## config.mk

```make
export PLATFORM = sky130hd
export DESIGN_NAME = ddpi_cordic
export DESIGN_NICKNAME = d
export VERILOG_FILES = /design/src/ddpi_pkg.sv /design/src/ddpi_cordic.sv
export SDC_FILE = /design/constraint.sdc
export NUM_CORES = 1
export LEC_CHECK = 0
export BUFFER_PORTS_ARGS = -buffer_cell sky130_fd_sc_hd__buf_2
export CAP_MARGIN = 0
export CORE_MARGIN = 2
export CORE_UTILIZATION = 37
export DETAILED_ROUTE_END_ITERATION = 10
export PLACE_DENSITY = 0.55
export SETUP_SLACK_MARGIN = 0.3
export SYNTH_ARGS = -nofsm -noshare
export SYNTH_HDL_FRONTEND = slang
export SYNTH_SLANG_ARGS = --single-unit
```

## constraint.sdc

```tcl
create_clock -name clk -period 6.4 [get_ports clk]
set_input_delay 0.32 -clock clk [delete_from_list [all_inputs] [get_ports clk]]
set_output_delay 0.32 -clock clk [all_outputs]
set_load 0.03 [all_outputs]
```

## src/ddpi_pkg.sv

```systemverilog
// ----------------------------------------------------------------------------
// ddpi_pkg
// Shared constants, types and helpers for the pose integrator.
// ----------------------------------------------------------------------------
package ddpi_pkg;

	localparam int CORDIC_STEPS = 16;
	localparam int CNT_W        = $clog2(CORDIC_STEPS);
	localparam int CW           = 34;

	localparam logic signed [CW-1:0] CORDIC_GAIN = 34'sd652032874;
	localparam logic signed [32:0]   RAD_TO_BAM  = 33'sd683565276;

	localparam logic [1:0] REG_WHEEL_RADIUS = 2'd0;
	localparam logic [1:0] REG_INV_TRACK    = 2'd1;
	localparam logic [1:0] REG_STEP_TIME    = 2'd2;

	typedef struct packed {
		logic        start;
		logic [31:0] angle;
	} cordic_req_t;

	typedef struct packed {
		logic                 busy;
		logic signed [CW-1:0] cos_v;
		logic signed [CW-1:0] sin_v;
	} cordic_rsp_t;

	function automatic logic [31:0] atan_bam(input logic [4:0] i);
		logic [31:0] a;
		case (i)
			5'd0:  a = 32'h20000000;
			5'd1:  a = 32'h12E4051E;
			5'd2:  a = 32'h09FB385B;
			5'd3:  a = 32'h051111D4;
			5'd4:  a = 32'h028B0D43;
			5'd5:  a = 32'h0145D7E1;
			5'd6:  a = 32'h00A2F61E;
			5'd7:  a = 32'h00517C55;
			5'd8:  a = 32'h0028BE53;
			5'd9:  a = 32'h00145F2F;
			5'd10: a = 32'h000A2F98;
			5'd11: a = 32'h000517CC;
			5'd12: a = 32'h00028BE6;
			5'd13: a = 32'h000145F3;
			5'd14: a = 32'h0000A2FA;
			5'd15: a = 32'h0000517D;
			5'd16: a = 32'h000028BE;
			5'd17: a = 32'h0000145F;
			5'd18: a = 32'h00000A30;
			5'd19: a = 32'h00000518;
			5'd20: a = 32'h0000028C;
			5'd21: a = 32'h00000146;
			5'd22: a = 32'h000000A3;
			5'd23: a = 32'h00000051;
			5'd24: a = 32'h00000029;
			5'd25: a = 32'h00000014;
			5'd26: a = 32'h0000000A;
			5'd27: a = 32'h00000005;
			5'd28: a = 32'h00000003;
			5'd29: a = 32'h00000001;
			default: a = 32'h00000000;
		endcase
		return a;
	endfunction

	// round half up, then arithmetic shift
	function automatic logic signed [66:0] rnd(input logic signed [66:0] x,
		input logic [4:0] n);
		return (x + (67'sd1 <<< (n - 5'd1))) >>> n;
	endfunction

	function automatic logic signed [15:0] sat16(input logic signed [66:0] x);
		if (x > 67'sd32767)
			return 16'sh7FFF;
		else if (x < -67'sd32768)
			return 16'sh8000;
		else
			return x[15:0];
	endfunction

	function automatic logic signed [23:0] sat24(input logic signed [66:0] x);
		if (x > 67'sd8388607)
			return 24'sh7FFFFF;
		else if (x < -67'sd8388608)
			return 24'sh800000;
		else
			return x[23:0];
	endfunction

	function automatic logic signed [31:0] sat32(input logic signed [66:0] x);
		if (x > 67'sd2147483647)
			return 32'sh7FFFFFFF;
		else if (x < -67'sd2147483648)
			return 32'sh80000000;
		else
			return x[31:0];
	endfunction

endpackage

```

## src/ddpi_cordic.sv

```systemverilog
// ----------------------------------------------------------------------------
// ddpi_cordic
// Iterative rotation-mode CORDIC, one micro-rotation per cycle.
// ----------------------------------------------------------------------------
module ddpi_cordic
	import ddpi_pkg::*;
(
	input  logic        clk,
	input  logic        arst_n,
	input  cordic_req_t req,
	output cordic_rsp_t rsp
);

	logic                 busy_q;
	logic [CNT_W-1:0]     cnt_q;
	logic signed [CW-1:0] x_q, y_q, z_q;
	logic                 flip_q;
	logic                 flip;
	logic [31:0]          ang_t;
	logic signed [CW-1:0] xs, ys, at;

	always_comb begin
		flip  = ((req.angle + 32'h40000000) >> 31) != 32'd0;
		ang_t = flip ? req.angle + 32'h80000000 : req.angle;
		xs    = x_q >>> cnt_q;
		ys    = y_q >>> cnt_q;
		at    = $signed({2'b00, atan_bam(5'(cnt_q))});
	end

	always_ff @(posedge clk or negedge arst_n) begin
		if (!arst_n) begin
			busy_q <= 1'b0;
			cnt_q  <= '0;
		end else if (req.start) begin
			busy_q <= 1'b1;
			cnt_q  <= '0;
		end else if (busy_q) begin
			cnt_q <= cnt_q + 1'b1;
			if (cnt_q == CNT_W'(CORDIC_STEPS - 1))
				busy_q <= 1'b0;
		end
	end

	always_ff @(posedge clk) begin
		if (req.start) begin
			x_q    <= CORDIC_GAIN;
			y_q    <= '0;
			z_q    <= CW'($signed(ang_t));
			flip_q <= flip;
		end else if (busy_q) begin
			if (!z_q[CW-1]) begin
				x_q <= x_q - ys;
				y_q <= y_q + xs;
				z_q <= z_q - at;
			end else begin
				x_q <= x_q + ys;
				y_q <= y_q - xs;
				z_q <= z_q + at;
			end
		end
	end

	assign rsp.busy  = busy_q;
	assign rsp.cos_v = flip_q ? -x_q : x_q;
	assign rsp.sin_v = flip_q ? -y_q : y_q;

endmodule

```

### Yosys cells after proc, flatten, opt, wreduce, memory -nomap -nowiden

Memory sizes are Yosys's and may differ from the RTL's.
Index checks and enable logic that the tools add are counted.

* logic and storage cells: 35
* input bits: 35
* latch bits: 0
* output and inout bits: 69
* RAM bits: 0
* flip-flop bits (word level): 108
* bits in read-only memories: 480
* memories: 1

Memory list
* (name not given): words 16, bits a word 30, rd ports 1, clocked after memory_dff 0, write ports 0, RTL line ddpi_pkg.sv:31 `case (i)`

* order comparisons: 0
* shift operators: 2
* bitwise gates (word level): 0
* multiply operators: 0
* equal/unequal tests: 1
* mux-type cells: 13
* div/mod/pow operators: 0
* reductions and logical operators: 1
* $add $sub $neg: 11

Operator list (count)
* $mux W34: 7
* $add A34 B34 Y34: 2
* $neg A34 Y34: 2
* $sshr A34 B4 Y34: 2
* $sub A34 B34 Y34: 2
* $add A34 B33 Y34: 1
* $sub A34 B33 Y34: 1
* $add A32 B31 Y32 const B: 1
* $add A32 B32 Y32 const B: 1
* $mux W32: 1
* $mux W4: 2
* $add A4 B1 Y4 const B: 1
* $eq A4 B4 Y1 const B: 1
* $mux W1: 3
* $reduce_bool A2 Y1: 1

### Logic depth before layout (Yosys ltp)

Gate-level depths: netlist (run 1).
An unclocked memory read counts as a cell.

* depth in word-level cells: 5
* depth in mapped cells: 30
* mapped depth without buffers: 24

### Least setup slack after synthesis (run 1)

No wires, ideal clock.

* kind: flip-flop to flip-flop
* start: register cnt_q[2]
* end: register x_q[33]
* cell stages (with the launch flop): 28
* data required time: 6.277 ns
* data arrival time: 6.424 ns
* path buffers: 9
* slack: -0.147 ns
* library setup time: 0.123 ns
* clock period less this slack: 6.547 ns
* cell sequence: dfrtp_1 -> buf_2 -> buf_2 -> buf_2 -> clkbuf_1 -> clkbuf_1 -> buf_1 -> clkbuf_1 -> buf_1 -> clkbuf_1 -> o21ai_0 -> o21ai_0 -> ha_1 -> nand4_1 -> nor2_1 -> a21oi_1 -> xnor2_1 -> ha_1 -> a21o_1 -> a221oi_1 -> nor4bb_1 -> a21bo_2 -> a21oi_1 -> o21ai_0 -> o41a_1 -> or3_1 -> a21oi_1 -> mux2_1

* word-level cells in the longest chain between the ends: 3
* elaborated cells between the ends (all ways): 4
* those cells by class: add/sub: 2; shift: 1; mux: 1

RTL lines
* from (decl): RTL line ddpi_cordic.sv:15 `logic [CNT_W-1:0] cnt_q;`
* from (signal assigned): RTL line ddpi_cordic.sv:38 `cnt_q <= cnt_q + 1'b1;`
* $sshr A34 B4 Y34 *: RTL line ddpi_cordic.sv:26 `ys = y_q >>> cnt_q;`
* $sub A34 B34 Y34 or $add A34 B34 Y34 (tied branches): RTL line ddpi_cordic.sv:52, ddpi_cordic.sv:56
* $mux W34 *: RTL line ddpi_cordic.sv:51 `if (!z_q[CW-1]) begin`
* to (signal assigned): RTL line ddpi_cordic.sv:52 `x_q <= x_q - ys;`
* to (signal assigned): RTL line ddpi_cordic.sv:56 `x_q <= x_q + ys;`
* to (decl): RTL line ddpi_cordic.sv:16 `logic signed [CW-1:0] x_q, y_q, z_q;`

Mark *: on every way between the ends. The rest lies on a longest branch, timed or not.
A chain may end at the register's enable or synchronous reset.

### Final worst setup path (run 1)

* start: register cnt_q[0]
* end: register x_q[33]

Same word-level chain as after synthesis.

==> impl_metrics.yaml, run 1 <==
synth:
  avgSynthCellArea_um2: 7.98
  ys_seq_area_frac: 0.148
  synth_nets: 2305
  synth_flop_cell: "dfxtp_1"
  netlist_instances: 2153
  synth-seq-cells: 108
  synth_top_area_cell: "mux4_2"
  netlist_area_um2: 17200
  synth_cell_types: 94
  synth-edff-count: 35
  synth_top_area_share: 0.105
  synthTopCellsByArea: "mux4_2 (10%), ha_1 (8.3%), xnor2_1 (8.0%)"
  ys_warn_count: 0
  synthArstFlopShare: 0.0463
cts:
  cts-buffers-inserted: 9
  root_buffer: "clkbuf_16"
  clk_path_buf_depth: 2
  clkTransAtPathRegs_ns: 0.08
  cts_sinks: 108
  clk_latency_ns: 0.41
  cts_tree: "done"
  htreeDepth: 3
die:
  rows: 78
  die_area_um2: 48200
  die_x_um: 220
  initial_core_util: 0.377
  core_um2: 45600
  die_h_um: 220
  ios: 104
drt:
  ant_nets: 0
  viasPerCell: 6.06
  drc_errors: 0
  first_pass_iters: 8
  drt_wl_total_mm: 59.5
  wire_per_inst_um: 21.2
  dr.first_iter.drc_count: 1406
  vias: 17022
critical_path:
  crit_path_start_kind: "flop"
  critPathKind: "flop to flop"
  crit_end: "x_q[33]"
  crit_required_ns: 6.69
  path_max_fanout: 16
  critical_path_arrival_ns: 6.34
  r2r-start: "cnt_q[0]"
  reg2reg_depth: 21
  r2r-end: "x_q[33]"
  critPathLaunch: "cnt_q[0]"
  r2r_slack_ns: 0.35
  endpoint_kind: "flop"
grt:
  grt_pass1_wl_mm: 91.7
  antenna_found_initial: 0
  grt_use_total: 0.243
  grt_pass1_vias: 15922
  grt_overflow: 0
  grt_max_degree: 77
finish:
  syn2layout_area_growth_pct: 10.7
  final_nets: 2356
  drive_gt1_frac: 0.175
  finish.instance_area_um2: 19000
sta:
  timing_hold_violations_final: 0
  rsz0062_at_grt: "true"
  period_needed_ns: 6.05
  finalSetupViolCount: 0
  skew_ns: 0.0173
  tns_ns: 0
  slew_violations: 0
  slew_headroom: 0.277
  fmax_mhz: 165
  worst_slew_pin_slew_ns: 1.08
  period_share: 0.945
outcome:
  outcome: "finished clean"
placed_design:
  gp_congestion: 0.956
  port_buffers: 103
  placed_area_um2: 18400
  hpwl_mm: 44.5
hold_path:
  worstHoldPathType: "input pin to flop"
job:
  cap_violations: 0
-- synthesized netlist by cell type, drive strengths merged (34+ instances only) --
cell type  instances
nor2             204
clkbuf           105
xor2              75
o21ai            160
inv               60
dfxtp             68
ha               114
mux2              52
nor3              34
a21o              42
buf               65
xnor2            157
mux4              86
edfxtp            35
nand2            212
a21oi            182
mux2i             73
-- layer usage --
metal / vias to the layer above / routed length, um / global-route usage
li1: 8020 / - / -
met1: 8240 / 27700 / 0.349
met2: 668 / 26000 / 0.369
met3: 94 / 4450 / 0.0398
met4: 0 / 1390 / 0.0782
met5: - / 0 / 0
-- timing repair --
| action | in CTS | in global routing |
|---|---|---|
| setup endpoints to repair | 4 | 18 |
| gates cloned | 0 | 1 |
| hold endpoints to repair | 5 | 0 |
| pin swaps | 1 | 8 |
| setup buffers | 6 | 17 |
| hold buffers | 1 | 0 |
| gates resized for setup | 1 | 36 |
-- cells by family after synthesis --
| group | share of synthesized area |
|---|---|
| xor+xnor | 0.118 |
| flops | 0.148 |
| compound gates | 0.223 |
| fa+ha+maj | 0.0865 |
| mux | 0.191 |
| buf+inv | 0.0585 |
| simple gates | 0.175 |
-- how the worst min path moves through the flow --
stage             from  cells past startpoint  slack (ns)  endpoint
2_1_floorplan   arst_n                      0        0.02    busy_q
3_3_place_gp    arst_n                      1        0.16  cnt_q[1]
3_5_place_dp    arst_n                      1        0.16  cnt_q[1]
4_1_cts        req[17]                      3        0.17   z_q[17]
5_1_grt        req[21]                      3        0.20   z_q[21]
6_report       req[13]                      3        0.18   z_q[13]
-- cell usage in the layout (no fill, tap or decap), types with 17 or more instances in the layout --
cell        n
o31ai_1    28
nor2_1    200
mux2_1     19
nand3_1    30
mux2_2     30
nand2b_1   25
edfxtp_1   35
nand4_1    17
a31oi_1    32
buf_2     102
a21o_1     42
nand2_1   211
and3_1     20
inv_1      54
dfxtp_1    68
xnor2_1   157
a21oi_1   180
o21ai_0   150
mux2i_1    72
mux4_2     80
nor3_1     31
buf_4      94
ha_1      110
xor2_1     75
a211oi_1   26
-- final cells by class --
cell class	count	area (um^2)
repair buffers	210	1440
diodes	1	2.50
fillers	4606	26600
clock buffers	12	258
multi-input cells	1814	13700
inverters	61	231
clock inverters	4	47.5
flip-flops and latches	108	2550
well taps	600	751
-- stage by stage --
step	util	setup slack, ns	hold WS [ns]	cells
6_report	0.417	0.350	0.184	2810
5_1_grt	0.417	0.167	0.199	2809
4_1_cts	0.411	0.301	0.172	2791
3_5_place_dp	0.403	0.0698	0.159	2768
3_3_place_gp	0.403	0.210	0.157	2768
2_1_floorplan	-	0.343	0.0244	2153
-- state kept, by name, indices dropped and copies added (netlist names) --
| signal | count |
|---|---|
| z_q | 34 |
| x_q | 34 |
| y_q | 34 |
| cnt_q | 4 |
| busy_q | 1 |
| flip_q | 1 |
-- critical path, cell delays in order, from the launching register on --
cell	delay [ns]
dfrtp_4	0.48
buf_6	0.20
buf_16	0.18
mux4_1	0.60
mux4_2	0.57
nor2_2	0.12
nand4b_1	0.19
or2_2	0.36
inv_1	0.06
a21oi_1	0.07
xor2_1	0.18
ha_1	0.37
and2_1	0.22
a221oi_2	0.32
nor4bb_2	0.28
a21bo_2	0.27
a21oi_2	0.20
o21ai_1	0.13
o41a_1	0.32
or3_1	0.30
a21oi_1	0.16
mux2_1	0.34
Power of run 1 is not shown: default switching activity piles up to over one toggle a cycle in this logic, so the estimate is an artifact.
==> run 2, diff against run 1 <==
--- a/config.mk
+++ b/config.mk
@@ -7,7 +7,7 @@
 export LEC_CHECK = 0
 export BUFFER_PORTS_ARGS = -buffer_cell sky130_fd_sc_hd__buf_2
 export CAP_MARGIN = 0
-export CORE_MARGIN = 2
+export CORE_MARGIN = 5
 export CORE_UTILIZATION = 37
 export DETAILED_ROUTE_END_ITERATION = 10
 export PLACE_DENSITY = 0.55
==> run 2 against run 1 <==
  * First-iteration DRC count grew 17%
  * Core utilization shrank 0.47 points
  * Fmax grew 2.8%
  * Die area grew 5.5%
  * Cell area grew 0.35%
  * Clock skew grew 0.0012 ns
  * Via count shrank 0.68%
  * Global-route usage shrank 1.6 points
  * Hold slack gained 0.0095 ns
  * Setup slack gained 0.17 ns
  * Highest routed layer unchanged
==> impl_metrics.yaml, run 2 (synthesized netlist as in run 1, its figures left out) <==
outcome:
  outcome: "finished clean"
hold_path:
  hold_depth: 3
  worstHoldPathType: "input pin to flop"
cts:
  clk_latency_ns: 0.41
  cts-buffers-inserted: 9
  clk_path_buf_depth: 2
  root_buffer: "clkbuf_16"
  cts_sinks: 108
  cts_tree: "done"
  htreeDepth: 3
  clkTransAtPathRegs_ns: 0.09
sta:
  finalSetupViolCount: 0
  period_needed_ns: 5.88
  rsz0062_at_grt: "true"
  slew_headroom: 0.223
  tns_ns: 0
  slew_violations: 0
  worst_slew_pin_slew_ns: 1.16
  skew_ns: 0.0185
  fin_hold_ws_ns: 0.194
  fmax_mhz: 170
  period_share: 0.919
  timing_hold_violations_final: 0
die:
  initial_core_util: 0.371
  rows: 79
  ios: 104
  die_x_um: 226
  die_h_um: 226
  core_um2: 46300
  die_area_um2: 50900
grt:
  grt_use_total: 0.227
  grt_overflow: 0
  grt_pass1_wl_mm: 92.0
  grt_max_degree: 86
  grt_pass1_vias: 15971
  antenna_found_initial: 1
drt:
  ant_nets: 0
  drc_errors: 0
  wire_per_inst_um: 21.2
  viasPerCell: 5.99
  dr.first_iter.drc_count: 1645
  drt_wl_total_mm: 59.9
  vias: 16906
  first_pass_iters: 6
critical_path:
  endpoint_kind: "flop"
  reg2reg_depth: 21
  crit_required_ns: 6.68
  crit_path_start_kind: "flop"
  critPathKind: "flop to flop"
  path_max_fanout: 8
  critical_path_arrival_ns: 6.16
job:
  cap_violations: 0
finish:
  layout_common_cells: "nand2_1 (211), nor2_1 (198), a21oi_1 (179), xnor2_1 (157), o21ai_0 (149)"
  final_core_util: 0.413
  final_nets: 2362
  n_antenna_cell: 0
  final_common_cell: "nand2_1"
  drive_gt1_frac: 0.178
  fill_cells: 4744
  syn2layout_area_growth_pct: 11.1
  largestRegisters: "x_q: 34 flops, y_q: 34 flops, z_q: 34 flops"
placed_design:
  gp_congestion: 0.967
  hpwl_mm: 45.1
  port_buffers: 103
-- run 2: final timing paths --
kind	to	slack (ns)	from
hold reg to reg	y_q[0]	0.57	y_q[0]
min in group asynchronous	cnt_q[0]	0.33	arst_n
hold / removal	z_q[13]	0.19	req[13]
setup / recovery	x_q[33]	0.52	cnt_q[0]
setup reg to reg	x_q[33]	0.52	cnt_q[0]
max in group asynchronous	cnt_q[2]	5.88	arst_n
-- run 2: worst max-delay path, stage by stage (launching register included) --
cell and delay [ns]:
dfrtp_4 0.54, buf_4 0.15, mux4_2 0.49, mux2_2 0.29, a221o_1 0.40, and4bb_2 0.37
and3_1 0.22, and2_4 0.17, nand2b_1 0.08, o21ai_1 0.16, xnor2_1 0.09, ha_1 0.35
and2_1 0.18, a221oi_2 0.30, nor4bb_2 0.23, a21bo_2 0.26, a21oi_2 0.16, o21ai_0 0.15
o41a_1 0.34, or3_1 0.30, a21oi_1 0.17, mux2_1 0.34
-- run 2: metal layers --
metal / GRT usage / share of wire / vias up / wire length [um]
li1: - / - / 8044 / -
met1: 0.325 / 0.45 / 8041 / 27000
met2: 0.349 / 0.44 / 713 / 26200
met3: 0.0466 / 0.088 / 108 / 5260
met4: 0.0638 / 0.023 / 0 / 1400
met5: 0 / 0 / - / 0
-- run 2: cell type report --
type / instances / area (um^2) / share of cell area
well taps: 607 / 759 / 0.0398
inverters: 61 / 234 / 0.0123
multi-input cells: 1814 / 13800 / 0.721
clock buffers: 12 / 262 / 0.0137
flip-flops and latches: 108 / 2550 / 0.134
repair buffers: 216 / 1480 / 0.0774
clock inverters: 4 / 46.3 / 0.00243
-- run 2: stage by stage --
stage               setup WS [ns]  instance area, um^2  instances
finish                      0.516                19100       2822
floorplan                   0.343                17200       2153
global placement            0.215                18400       2784
global route                0.285                19100       2822
CTS                         0.315                18800       2803
detailed placement          0.139                18400       2784
-- run 2: what timing repair did --
| item | in CTS | in global routing |
|---|---|---|
| buffers inserted | 2 | 18 |
| hold endpoints to repair | 5 | 0 |
| resized for setup | 4 | 39 |
| gates cloned | 0 | 1 |
| hold buffers | 1 | 0 |
| pin swaps | 0 | 8 |
| endpoints found under the setup margin | 2 | 14 |
Power of run 2 is left out for the same reason.
